File: src/design/grwgi_pkg.sv
// ----------------------------------------------------------------------------
// grwgi_pkg: shared types and constants of the grain ring writer
// Request and response payloads, slot entry layout, operation codes and ring
// sizing used by the top level, the slot store and the modulo unit.
// ----------------------------------------------------------------------------
`timescale 1ns / 1ps
`default_nettype none

package grwgi_pkg;

  localparam int RING_DEPTH       = 16;
  localparam int INVALID_FLAG_BIT = 0;

  localparam int OFF_W   = $clog2(RING_DEPTH);
  localparam int CNT_W   = $clog2(RING_DEPTH + 1);
  localparam int GRAIN_W = 64;

  // Modulo unit consumes one hex digit of the dividend per cycle.
  localparam int MOD_DIGIT_W = 4;
  localparam int MOD_STEPS   = GRAIN_W / MOD_DIGIT_W;
  localparam int STEP_W      = $clog2(MOD_STEPS);

  localparam logic [CNT_W-1:0] SLOT_COUNT_RESET = CNT_W'(RING_DEPTH);
  localparam logic [31:0]      INVALID_MASK     = 32'(1) << INVALID_FLAG_BIT;

  // Operation codes.
  localparam logic [1:0] FUNC_OPEN   = 2'd0;
  localparam logic [1:0] FUNC_COMMIT = 2'd1;
  localparam logic [1:0] FUNC_CANCEL = 2'd2;

  // Status codes.
  localparam logic ST_OK      = 1'b0;
  localparam logic ST_INVALID = 1'b1;

  // Configuration register word indexes.
  localparam logic REG_SLOT_COUNT = 1'b0;

  typedef struct packed {
    logic [1:0]         func;
    logic [GRAIN_W-1:0] grain_index;
    logic [15:0]        valid_slices;
    logic [15:0]        total_slices;
    logic [31:0]        grain_flags;
    logic [63:0]        time_now;
  } req_t;

  typedef struct packed {
    logic               status;
    logic [3:0]         slot_offset;
    logic [GRAIN_W-1:0] slot_index;
    logic [15:0]        slot_valid_slices;
    logic [15:0]        slot_total_slices;
    logic [31:0]        slot_flags;
    logic [GRAIN_W-1:0] head_index;
    logic [63:0]        last_write_time;
    logic [31:0]        sync_count;
    logic               wake_readers;
  } rsp_t;

  typedef struct packed {
    logic [GRAIN_W-1:0] index;
    logic [15:0]        valid_slices;
    logic [15:0]        total_slices;
    logic [31:0]        flags;
  } entry_t;

  typedef struct packed {
    logic             we;
    logic [OFF_W-1:0] addr;
    entry_t           data;
  } store_wr_t;

  typedef struct packed {
    logic               start;
    logic [GRAIN_W-1:0] dividend;
    logic [CNT_W-1:0]   divisor;
  } mod_req_t;

endpackage

`default_nettype wire

File: src/design/grain_ring_writer_gap_invalidate.sv
// ----------------------------------------------------------------------------
// grain_ring_writer_gap_invalidate: writer side of a ring of grain slots
// One request at a time. Open and commit each run one slot-offset modulo on a
// shared digit-serial unit over the 64-bit index, plus sequencing; an open also
// stamps the skipped slots invalid, at most the slot count of them, one slot
// per cycle through the single store write port. Cancel and rejected requests
// skip the modulo and answer from the reply state. The response sits in an
// output register, so a new request is taken while the last one waits.
// ----------------------------------------------------------------------------
`timescale 1ns / 1ps
`default_nettype none

module grain_ring_writer_gap_invalidate (
  input  wire logic               clk,
  input  wire logic               rst,
  input  wire logic               in_valid,
  output logic                    in_stall,
  input  wire grwgi_pkg::req_t    in_data,
  output logic                    out_valid,
  input  wire logic               out_stall,
  output grwgi_pkg::rsp_t         out_data,
  input  wire logic               psel,
  input  wire logic               penable,
  input  wire logic               pwrite,
  input  wire logic [2:0]         paddr,
  input  wire logic [31:0]        pwdata,
  output logic [31:0]             prdata,
  output logic                    pready
);

  typedef enum logic [5:0] {
    S_IDLE   = 6'b000001,
    S_MOD    = 6'b000010,
    S_GAP    = 6'b000100,
    S_OPEN   = 6'b001000,
    S_COMMIT = 6'b010000,
    S_REPLY  = 6'b100000
  } state_t;

  state_t                          state;
  grwgi_pkg::req_t                 req;
  logic                            reply_fail;
  logic [grwgi_pkg::OFF_W-1:0]     off;
  logic [grwgi_pkg::OFF_W-1:0]     gap_off;
  logic [grwgi_pkg::CNT_W-1:0]     gap_left;
  logic [grwgi_pkg::GRAIN_W-1:0]   miss;

  logic [grwgi_pkg::CNT_W-1:0]     slot_count;
  logic [grwgi_pkg::GRAIN_W-1:0]   open_index;
  logic                            open_present;
  logic [grwgi_pkg::GRAIN_W-1:0]   committed_index;
  logic                            committed_present;
  logic [grwgi_pkg::GRAIN_W-1:0]   head;
  logic [63:0]                     write_time;
  logic [31:0]                     sync;

  logic [grwgi_pkg::CNT_W-1:0]     used_count;
  logic                            accept;
  logic                            out_free;
  logic                            load;
  logic                            open_fail;
  logic                            commit_fail;

  grwgi_pkg::mod_req_t             mod_req;
  logic                            mod_done;
  logic [grwgi_pkg::OFF_W-1:0]     mod_rem;
  grwgi_pkg::store_wr_t            st_wr;
  logic [grwgi_pkg::OFF_W-1:0]     st_raddr;
  grwgi_pkg::entry_t               st_rdata;
  grwgi_pkg::rsp_t                 rsp_next;

  logic [grwgi_pkg::GRAIN_W-1:0]   skipped;
  logic [grwgi_pkg::CNT_W-1:0]     gap_n;
  logic [grwgi_pkg::CNT_W-1:0]     gap_start;

  // ---------------- configuration port ----------------
  assign pready = 1'b1;
  assign prdata = (paddr[2] == grwgi_pkg::REG_SLOT_COUNT) ? 32'(slot_count) : '0;

  always_ff @(posedge clk) begin
    if (rst) begin
      slot_count <= grwgi_pkg::SLOT_COUNT_RESET;
    end else if (psel && penable && pwrite && pready &&
                 paddr[2] == grwgi_pkg::REG_SLOT_COUNT) begin
      slot_count <= pwdata[grwgi_pkg::CNT_W-1:0];
    end
  end

  // A slot count of zero acts as one; anything above the ring depth is clamped.
  always_comb begin
    if (slot_count == '0) begin
      used_count = grwgi_pkg::CNT_W'(1);
    end else if (slot_count > grwgi_pkg::CNT_W'(grwgi_pkg::RING_DEPTH)) begin
      used_count = grwgi_pkg::CNT_W'(grwgi_pkg::RING_DEPTH);
    end else begin
      used_count = slot_count;
    end
  end

  // ---------------- request intake ----------------
  assign in_stall    = (state != S_IDLE);
  assign accept      = in_valid && !in_stall;
  assign out_free    = !out_valid || !out_stall;
  assign open_fail   = committed_present && (in_data.grain_index <= committed_index);
  assign commit_fail = !open_present || (in_data.grain_index != open_index);

  always_comb begin
    mod_req          = '0;
    mod_req.dividend = in_data.grain_index;
    mod_req.divisor  = used_count;
    if (accept) begin
      unique case (in_data.func)
        grwgi_pkg::FUNC_OPEN:   mod_req.start = !open_fail;
        grwgi_pkg::FUNC_COMMIT: mod_req.start = !commit_fail;
        default:                mod_req.start = 1'b0;
      endcase
    end
  end

  grwgi_mod_unit u_mod (
    .clk  (clk),
    .rst  (rst),
    .req  (mod_req),
    .done (mod_done),
    .rem  (mod_rem)
  );

  // Number of skipped slots to invalidate, capped at the slot count.
  assign skipped = req.grain_index - committed_index - grwgi_pkg::GRAIN_W'(1);
  always_comb begin
    if (!committed_present) begin
      gap_n = '0;
    end else if (skipped >= grwgi_pkg::GRAIN_W'(used_count)) begin
      gap_n = used_count;
    end else begin
      gap_n = skipped[grwgi_pkg::CNT_W-1:0];
    end
  end

  // First skipped slot lies gap_left slots behind the opened one, modulo count.
  assign gap_start = grwgi_pkg::CNT_W'(mod_rem)
                   + ((gap_left > grwgi_pkg::CNT_W'(mod_rem)) ? used_count : '0)
                   - gap_left;

  // ---------------- slot store ----------------
  always_comb begin
    st_wr      = '0;
    st_wr.addr = off;
    st_wr.data = st_rdata;
    st_raddr   = off;
    unique case (state)
      S_GAP: begin
        st_raddr                = gap_off;
        st_wr.we                = 1'b1;
        st_wr.addr              = gap_off;
        st_wr.data.index        = miss;
        st_wr.data.valid_slices = '0;
        st_wr.data.flags        = st_rdata.flags | grwgi_pkg::INVALID_MASK;
      end
      S_OPEN: begin
        st_wr.we          = out_free;
        st_wr.data.index  = req.grain_index;
        st_wr.data.flags  = st_rdata.flags & ~grwgi_pkg::INVALID_MASK;
      end
      S_COMMIT: begin
        st_wr.we                = out_free;
        st_wr.data.index        = req.grain_index;
        st_wr.data.valid_slices = req.valid_slices;
        st_wr.data.total_slices = req.total_slices;
        st_wr.data.flags        = req.grain_flags;
      end
      default: st_wr.we = 1'b0;
    endcase
  end

  grwgi_slot_store u_store (
    .clk   (clk),
    .rst   (rst),
    .wr    (st_wr),
    .raddr (st_raddr),
    .rdata (st_rdata)
  );

  // ---------------- response ----------------
  always_comb begin
    rsp_next                 = '0;
    rsp_next.status          = grwgi_pkg::ST_OK;
    rsp_next.head_index      = head;
    rsp_next.last_write_time = write_time;
    rsp_next.sync_count      = sync;
    load                     = 1'b0;
    unique case (state)
      S_OPEN: begin
        load                       = out_free;
        rsp_next.slot_offset       = 4'(off);
        rsp_next.slot_index        = st_wr.data.index;
        rsp_next.slot_valid_slices = st_wr.data.valid_slices;
        rsp_next.slot_total_slices = st_wr.data.total_slices;
        rsp_next.slot_flags        = st_wr.data.flags;
      end
      S_COMMIT: begin
        load                     = out_free;
        rsp_next.head_index      = req.grain_index;
        rsp_next.last_write_time = req.time_now;
        rsp_next.sync_count      = sync + 32'd1;
        rsp_next.wake_readers    = 1'b1;
      end
      S_REPLY: begin
        load            = out_free;
        rsp_next.status = reply_fail;
      end
      default: load = 1'b0;
    endcase
  end

  always_ff @(posedge clk) begin
    if (rst) begin
      out_valid <= 1'b0;
    end else begin
      out_valid <= load || (out_valid && out_stall);
    end
  end

  always_ff @(posedge clk) begin
    if (load) begin
      out_data <= rsp_next;
    end
  end

  // ---------------- sequencer ----------------
  always_ff @(posedge clk) begin
    if (rst) begin
      state             <= S_IDLE;
      open_index        <= '0;
      open_present      <= 1'b0;
      committed_index   <= '0;
      committed_present <= 1'b0;
      head              <= '0;
      write_time        <= '0;
      sync              <= '0;
    end else begin
      unique case (state)
        S_IDLE: begin
          if (accept) begin
            unique case (in_data.func)
              grwgi_pkg::FUNC_OPEN:   state <= open_fail ? S_REPLY : S_MOD;
              grwgi_pkg::FUNC_COMMIT: state <= commit_fail ? S_REPLY : S_MOD;
              default:                state <= S_REPLY;
            endcase
          end
        end
        S_MOD: begin
          if (mod_done) begin
            if (req.func == grwgi_pkg::FUNC_COMMIT) begin
              state <= S_COMMIT;
            end else if (gap_left != '0) begin
              state <= S_GAP;
            end else begin
              state <= S_OPEN;
            end
          end
        end
        S_GAP: begin
          if (gap_left == grwgi_pkg::CNT_W'(1)) begin
            state <= S_OPEN;
          end
        end
        S_OPEN: begin
          if (out_free) begin
            open_index   <= req.grain_index;
            open_present <= 1'b1;
            state        <= S_IDLE;
          end
        end
        S_COMMIT: begin
          if (out_free) begin
            head       <= req.grain_index;
            write_time <= req.time_now;
            sync       <= sync + 32'd1;
            // A commit with every slice valid closes the grain.
            if (req.valid_slices == req.total_slices) begin
              open_present      <= 1'b0;
              open_index        <= '0;
              committed_index   <= req.grain_index;
              committed_present <= 1'b1;
            end
            state <= S_IDLE;
          end
        end
        S_REPLY: begin
          if (out_free) begin
            if (req.func == grwgi_pkg::FUNC_CANCEL) begin
              open_present <= 1'b0;
              open_index   <= '0;
            end
            state <= S_IDLE;
          end
        end
        default: state <= S_IDLE;
      endcase
    end
  end

  always_ff @(posedge clk) begin
    if (accept) begin
      req        <= in_data;
      reply_fail <= (in_data.func == grwgi_pkg::FUNC_CANCEL) ? grwgi_pkg::ST_OK
                                                             : grwgi_pkg::ST_INVALID;
    end
    unique case (state)
      S_MOD: begin
        gap_left <= gap_n;
        if (mod_done) begin
          off     <= mod_rem;
          gap_off <= gap_start[grwgi_pkg::OFF_W-1:0];
          miss    <= req.grain_index - grwgi_pkg::GRAIN_W'(gap_left);
        end
      end
      S_GAP: begin
        gap_left <= gap_left - grwgi_pkg::CNT_W'(1);
        miss     <= miss + grwgi_pkg::GRAIN_W'(1);
        if (gap_off == grwgi_pkg::OFF_W'(used_count - grwgi_pkg::CNT_W'(1))) begin
          gap_off <= '0;
        end else begin
          gap_off <= gap_off + grwgi_pkg::OFF_W'(1);
        end
      end
      default: begin
      end
    endcase
  end

endmodule

`default_nettype wire

File: src/design/grwgi_slot_store.sv
// ----------------------------------------------------------------------------
// grwgi_slot_store: ring slot storage
// One entry per ring slot with a valid bit each; an entry never written since
// reset reads as all zero. One combinational read port, one write port.
// ----------------------------------------------------------------------------
`timescale 1ns / 1ps
`default_nettype none

module grwgi_slot_store (
  input  wire logic                           clk,
  input  wire logic                           rst,
  input  wire grwgi_pkg::store_wr_t           wr,
  input  wire logic [grwgi_pkg::OFF_W-1:0]    raddr,
  output grwgi_pkg::entry_t                   rdata
);

  grwgi_pkg::entry_t                      entries [grwgi_pkg::RING_DEPTH];
  logic [grwgi_pkg::RING_DEPTH-1:0]       written;

  always_ff @(posedge clk) begin
    if (rst) begin
      written <= '0;
    end else if (wr.we) begin
      written[wr.addr] <= 1'b1;
    end
  end

  always_ff @(posedge clk) begin
    if (wr.we) begin
      entries[wr.addr] <= wr.data;
    end
  end

  assign rdata = written[raddr] ? entries[raddr] : '0;

endmodule

`default_nettype wire

File: src/design/grwgi_mod_unit.sv
// ----------------------------------------------------------------------------
// grwgi_mod_unit: iterative modulo of a grain index by the slot count
// Restoring remainder, one hex digit of the dividend per cycle.
// ----------------------------------------------------------------------------
`timescale 1ns / 1ps
`default_nettype none

module grwgi_mod_unit (
  input  wire logic                        clk,
  input  wire logic                        rst,
  input  wire grwgi_pkg::mod_req_t         req,
  output logic                             done,
  output logic [grwgi_pkg::OFF_W-1:0]      rem
);

  logic                                busy;
  logic [grwgi_pkg::STEP_W-1:0]        step;
  logic [grwgi_pkg::GRAIN_W-1:0]       shift;
  logic [grwgi_pkg::CNT_W-1:0]         divisor;
  logic [grwgi_pkg::OFF_W-1:0]         rem_next;

  always_comb begin
    logic [grwgi_pkg::MOD_DIGIT_W-1:0] digit;
    logic [grwgi_pkg::OFF_W:0]         trial;
    logic [grwgi_pkg::OFF_W-1:0]       r;
    digit = shift[grwgi_pkg::GRAIN_W-1 -: grwgi_pkg::MOD_DIGIT_W];
    r     = rem;
    for (int i = grwgi_pkg::MOD_DIGIT_W - 1; i >= 0; i--) begin
      trial = {r, digit[i]};
      if (trial >= (grwgi_pkg::OFF_W + 1)'(divisor)) begin
        trial = trial - (grwgi_pkg::OFF_W + 1)'(divisor);
      end
      r = trial[grwgi_pkg::OFF_W-1:0];
    end
    rem_next = r;
  end

  always_ff @(posedge clk) begin
    if (rst) begin
      busy <= 1'b0;
      done <= 1'b0;
      step <= '0;
    end else begin
      done <= 1'b0;
      if (req.start) begin
        busy <= 1'b1;
        step <= '0;
      end else if (busy) begin
        step <= step + grwgi_pkg::STEP_W'(1);
        if (step == grwgi_pkg::STEP_W'(grwgi_pkg::MOD_STEPS - 1)) begin
          busy <= 1'b0;
          done <= 1'b1;
        end
      end
    end
  end

  always_ff @(posedge clk) begin
    if (req.start) begin
      shift   <= req.dividend;
      divisor <= req.divisor;
      rem     <= '0;
    end else if (busy) begin
      shift <= shift << grwgi_pkg::MOD_DIGIT_W;
      rem   <= rem_next;
    end
  end

endmodule

`default_nettype wire

File: config.mk
export PLATFORM = sky130hd
export DESIGN_NAME = grain_ring_writer_gap_invalidate
export DESIGN_NICKNAME = d
export VERILOG_FILES = /design/src/design/grwgi_pkg.sv /design/src/design/grain_ring_writer_gap_invalidate.sv /design/src/design/grwgi_slot_store.sv /design/src/design/grwgi_mod_unit.sv
export SDC_FILE = /design/constraint.sdc
export NUM_CORES = 2
export LEC_CHECK = 0
export CORE_MARGIN = 2
export CORE_UTILIZATION = 30
export DETAILED_ROUTE_END_ITERATION = 8
export DONT_BUFFER_PORTS = 1
export PLACE_DENSITY_LB_ADDON = 0.25
export SETUP_SLACK_MARGIN = 0.1
export SLEW_MARGIN = 20
export SYNTH_ARGS = -nofsm -noshare
export SYNTH_HDL_FRONTEND = slang
export SYNTH_SLANG_ARGS = --single-unit
File: constraint.sdc
create_clock -name clk -period 42.8 [get_ports clk]
set_input_delay 2.14 -clock clk [delete_from_list [all_inputs] [get_ports clk]]
set_output_delay 2.14 -clock clk [all_outputs]
set_load 0.005 [all_outputs]
## After elaboration in Yosys (flattened, before gate mapping)

Memory sizes are Yosys's and may differ from the RTL's.
Index checks and enable logic that the tools add are counted.

| storage, ports and cells | value |
|---|---|
| register bits after elaboration | 963 |
| RAM bits | 2,048 |
| input bits | 236 |
| output and inout bits | 329 |
| logic and storage cells | 186 |
| memories kept | 1 |

| operators by class | value |
|---|---|
| add/sub/neg operators | 15 |
| magnitude comparators | 10 |
| equality and inequality tests | 25 |
| mux-type cells | 62 |
| bitwise logic cells | 3 |
| reductions and logical operators | 32 |

Memory list:

| memory | words | bits a word | read ports | clocked after Yosys merged registers in | wr ports | RTL line | source |
|---|---|---|---|---|---|---|---|
| u_store.entries | 16 | 128 | 1 | 0 | 1 | grwgi_slot_store.sv:17 | `grwgi_pkg::entry_t entries [grwgi_pkg::RING_DEPTH];` |

Operators with widths:

| operator | count |
|---|---|
| $mux 64 | 8 |
| $pmux 64 s2 | 2 |
| $pmux 64 s3 | 1 |
| $mux 161 | 1 |
| $mux 128 | 1 |
| $pmux 32 s3 | 1 |
| $add 64x1->64 const B | 1 |
| $ge 64x5->1 | 1 |
| $le 64x64->1 | 1 |
| $ne 64x64->1 | 1 |
| $sub 64x1->64 const B | 1 |
| $sub 64x5->64 | 1 |
| $sub 64x64->64 | 1 |
| $mux 4 | 9 |
| $mux 6 | 6 |
| $add 32x1->32 const B | 1 |
| $pmux 16 s2 | 1 |
| $mux 5 | 6 |
| $pmux 6 s4 | 1 |
| $ge 5x5->1 | 4 |
| $sub 4x4->4 | 5 |
| $eq 16x16->1 | 1 |
| $mux 1 | 16 |
| $mux 16 | 1 |
| 45 further kinds | 75 |

## Logic depth before layout (Yosys ltp)

| depth | value |
|---|---|
| depth in word-level cells | 8 |
| gate-level depth with buffers | 38 |
| depth with buffers taken out | 37 |

## Modules after synthesis

Synthesis repeated with hierarchy kept, for this count alone.

| second synthesis, totals | value |
|---|---|
| cell total of the unflattened synthesis | 8,049 |
| area, all modules | 125,103.7 um^2 |

By module, submodules not included:

| module | times used | cells each | area an instance (um^2) | seq. area each (um^2) |
|---|---|---|---|---|
| grwgi_slot_store | 1 | 3,218 | 77,807.1 | 61,819.3 |
| grain_ring_writer_gap_invalidate | 1 | 4,539 | 43,231.5 | 23,042.1 |
| grwgi_mod_unit | 1 | 292 | 4,065.1 | 2,272.2 |

## Least setup slack after synthesis

OpenSTA, ideal clock, no wires.

| timing | value |
|---|---|
| path type | in2reg |
| start point | input port out_stall |
| end point | register open_index[13] (netlist name) |
| setup time | 0.128 ns |
| data arrival time | 17.870 ns |
| data required time | 42.672 ns |
| path slack | 24.803 ns |
| stages | 6 |
| path through | a21oi_1 > o211ai_1 > clkbuf_1 > clkbuf_1 > a22oi_1 > nor2_1 |

| on the way | value |
|---|---|
| longest elaborated chain between the ends | 4 |
| elaborated cells on any way between the ends | 6 |
| those cells by class | eq/ne: 3; reduce/logical: 3 |

RTL lines:

| what | RTL line | source |
|---|---|---|
| from (decl) | grain_ring_writer_gap_invalidate.sv:20 | `input wire logic out_stall,` |
| $logic_not 1->1 (*) | grain_ring_writer_gap_invalidate.sv:103 | `assign out_free = !out_valid \|\| !out_stall;` |
| $logic_or 1x1->1 (*) | grain_ring_writer_gap_invalidate.sv:103 |  |
| $ne 2x2->1 (no line) | n/a |  |
| $reduce_and 6->1 (no line) (*) | n/a |  |
| to (signal assigned) | grain_ring_writer_gap_invalidate.sv:270 | `open_index <= req.grain_index;` |
| to (decl) | grain_ring_writer_gap_invalidate.sv:49 | `logic [grwgi_pkg::GRAIN_W-1:0] open_index;` |

Mark *: on every way between the ends. The rest lies on a longest branch, timed or not.
A chain may end at the register's enable or synchronous reset.

==> reports/qor.yml <==
sta:
  setup_ws_ns: 34.83
  fin_crit_ns: 7.97
  fin_worst_skew_ns: 0.0645
  final_hold_viol_count: 0
  fin_setup_tns_ns: 0
  grt_setup_unrepaired: "false"
  worstMarginPinSlew_ns: 1.13
  whs_ns: 0.452
  relSlewSlack_pct: 24.6
  setup_viol: 0
  slew_viol_final: 0
  period_share_pct: 18.6
  max_freq_mhz: 125
clock_network:
  clk_latency_ns: 0.97
  clock_path_buffers: 4
  post-cts-setup-buffer-count: 0
  ctsRootBufferMaster: "clkbuf_16"
  tritoncts: "yes"
  cts-resized-gates: 0
  cts_sinks: 2994
  ctsHoldBuffers: 0
  clk_pin_slew_ns: 0.06
  cts_made_buffers: 329
  htreeDepth: 5
die:
  die_y_um: 656
  initial_core_util_pct: 30.1
  dieArea_mm2: 0.431
  core_area_mm2: 0.424
  io_pins: 565
  die_x_um: 656
  rows: 239
synth:
  ys_ff_latch: 2994
  ys.flop_type: "edfxtp_1"
  ys_async_sr_fraction_pct: 0
  synth_top_cell_by_area: "edfxtp_1"
  seq_area_frac_synth_pct: 67.9
  synthCells: 10900
  avgSynthCellArea_um2: 11.7
  synth_top_cell_area_share_pct: 62.7
  synth_warnings: 0
  synth_edf_count: 2666
  synth_cell_types: 94
  ys_top_cells_by_area: "edfxtp_1 (63%), nand2_1 (8.9%), dfxtp_1 (5.1%), nand3_1 (4.3%), a311oi_1 (2.0%)"
  syn-cell-area_mm2: 0.128
critical_path:
  worst-setup-path-type: "reg -> reg"
  end_kind: "flop"
  worstPathMaxFanout: 80
  crit_arrival_ns: 8.59
  cp-start-kind: "flop"
  worstPathRequired_ns: 43.41
final_layout:
  final_cell_mix: "nand2_1 (3006), edfxtp_1 (2666), nand3_1 (1090)"
  layout.nets: 11100
  final_common_cell: "nand2_1"
  area_delta_synth_final_pct: 13.4
  drive_gt1_share_pct: 8.18
route:
  drt-pass1-iter-count: 6
  ant_nets: 0
  drt-initial-drc-count: 7313
  via_count: 83800
  route.detailed.drc: 0
  viasPerCell: 5.04
  wl_per_cell_um: 23.8
  drt-total-wl_um: 396000
grt:
  grt_start_max_net_pins: 326
  grt_util_all_layers_pct: 17.7
  grt_pass1_vias: 79300
  antenna_found_initial: 20
  overflow: 0
  grt_pass1_wl_um: 570000
power_and_ir_drop:
  power_leakage_nw: 50.0
  power_density_mw_per_mm2: 51.2
  peakVddDrop_v: 0.0000474
placed_design:
  pre_cts_slack_ns: 34.72
  gp_congestion: 0.899
  port-buffer-count: 0
  dp_hpwl_um: 225000
worst_hold_path:
  min_path_type: "reg -> reg"
flow_run:
  max_cap_violations: 0
outcome:
  status: "completed"
power breakdown:
group,switching [mW],total [mW],internal (mW)
Clock,1.20,2.79,1.60
Combinational,0.732,1.04,0.308
Sequential,0.120,3.57,3.45
per-layer routing:
layer	vias to the layer above	part of all wire, %	GRT usage, %
li1	38900	-	-
met1	42100	43	23.4
met2	2251	49	29.8
met3	462	5.5	2.79
met4	0	3.0	5.22
met5	-	0	0
registers in the layout, summed over array words and instances (netlist names), 64 cells and up:
register,count
u_store.entries,2032
out_data,294
req,193
committed_index,64
head,64
miss,64
open_index,64
u_mod.shift,64
write_time,64
worst max-delay path, stage by stage, from the launching register on:
cell      delay [ns]
dfxtp_1         0.32
nor2_1          0.22
nand4b_1        0.50
mux2_8          0.81
buf_4           0.66
buf_4           0.63
buf_4           0.64
buf_4           0.73
buf_4           0.68
buf_4           0.51
nand2_1         0.09
and3_1          0.20
a311oi_1        0.27
a311oi_1        0.10
a31o_2          0.28
o31ai_2         0.73
layout make-up:
cell class / instances / area, um2
clock buffer: 433 / 8980
multi-input combinational: 7011 / 38000
tap: 5663 / 7090
fill: 41700 / 279000
sequential: 2994 / 86600
clock inverter: 161 / 1530
antenna: 4 / 10.0
timing repair buffer: 233 / 1960
inverter: 137 / 522
Yosys cell counts, types with 130 or more instances:
library cell	n
clkbuf_1	591
a22oi_1	130
nand2_1	3009
a311oi_1	289
xor2_1	132
inv_1	137
dfxtp_1	328
nand3_1	1090
edfxtp_1	2666
a21oi_1	332
xnor2_1	164
nor2_1	400
and3_1	177
o21ai_0	131
ha_1	173
cells by family after synthesis:
| family | count (synthesis) | share of synthesized area, % |
|---|---|---|
| buffers and inverters | 892 | 2.77 |
| other | 2 | 0.00589 |
| multiplexers | 164 | 1.36 |
| XOR/XNOR | 296 | 2.03 |
| AO/OA/AOI/OAI | 1301 | 7.10 |
| flip-flops | 2994 | 67.9 |
| adder cells (fa/ha/maj) | 182 | 1.84 |
| AND/OR/NAND/NOR | 5039 | 17.0 |
metrics by stage:
stage / utilization (%) / total power, mW / cells / instance area, um2
floorplan: - / 4.29 / 10900 / 128000
global placement: 31.7 / 4.67 / 16000 / 134000
detailed placement: 31.7 / 4.67 / 16000 / 134000
CTS: 34.1 / 7.48 / 16600 / 145000
global route: 34.1 / 7.69 / 16600 / 145000
finish: 34.1 / 7.41 / 16600 / 145000
path summary, 6_finish.rpt:
path | startpoint | to | slack, ns | depth (start not counted)
max reg2reg | state[3]$_SDFFE_PP0P_ | u_store.entries[14][3]$_DFFE_PP_ | 34.83 | 15
min reg2reg | write_time[30]$_SDFFE_PP0P_ | write_time[30]$_SDFFE_PP0P_ | 0.45 | 2
max | state[3]$_SDFFE_PP0P_ | u_store.entries[14][3]$_DFFE_PP_ | 34.83 | 15
min | write_time[30]$_SDFFE_PP0P_ | write_time[30]$_SDFFE_PP0P_ | 0.45 | 2
Power figures use the tool's default switching activity.
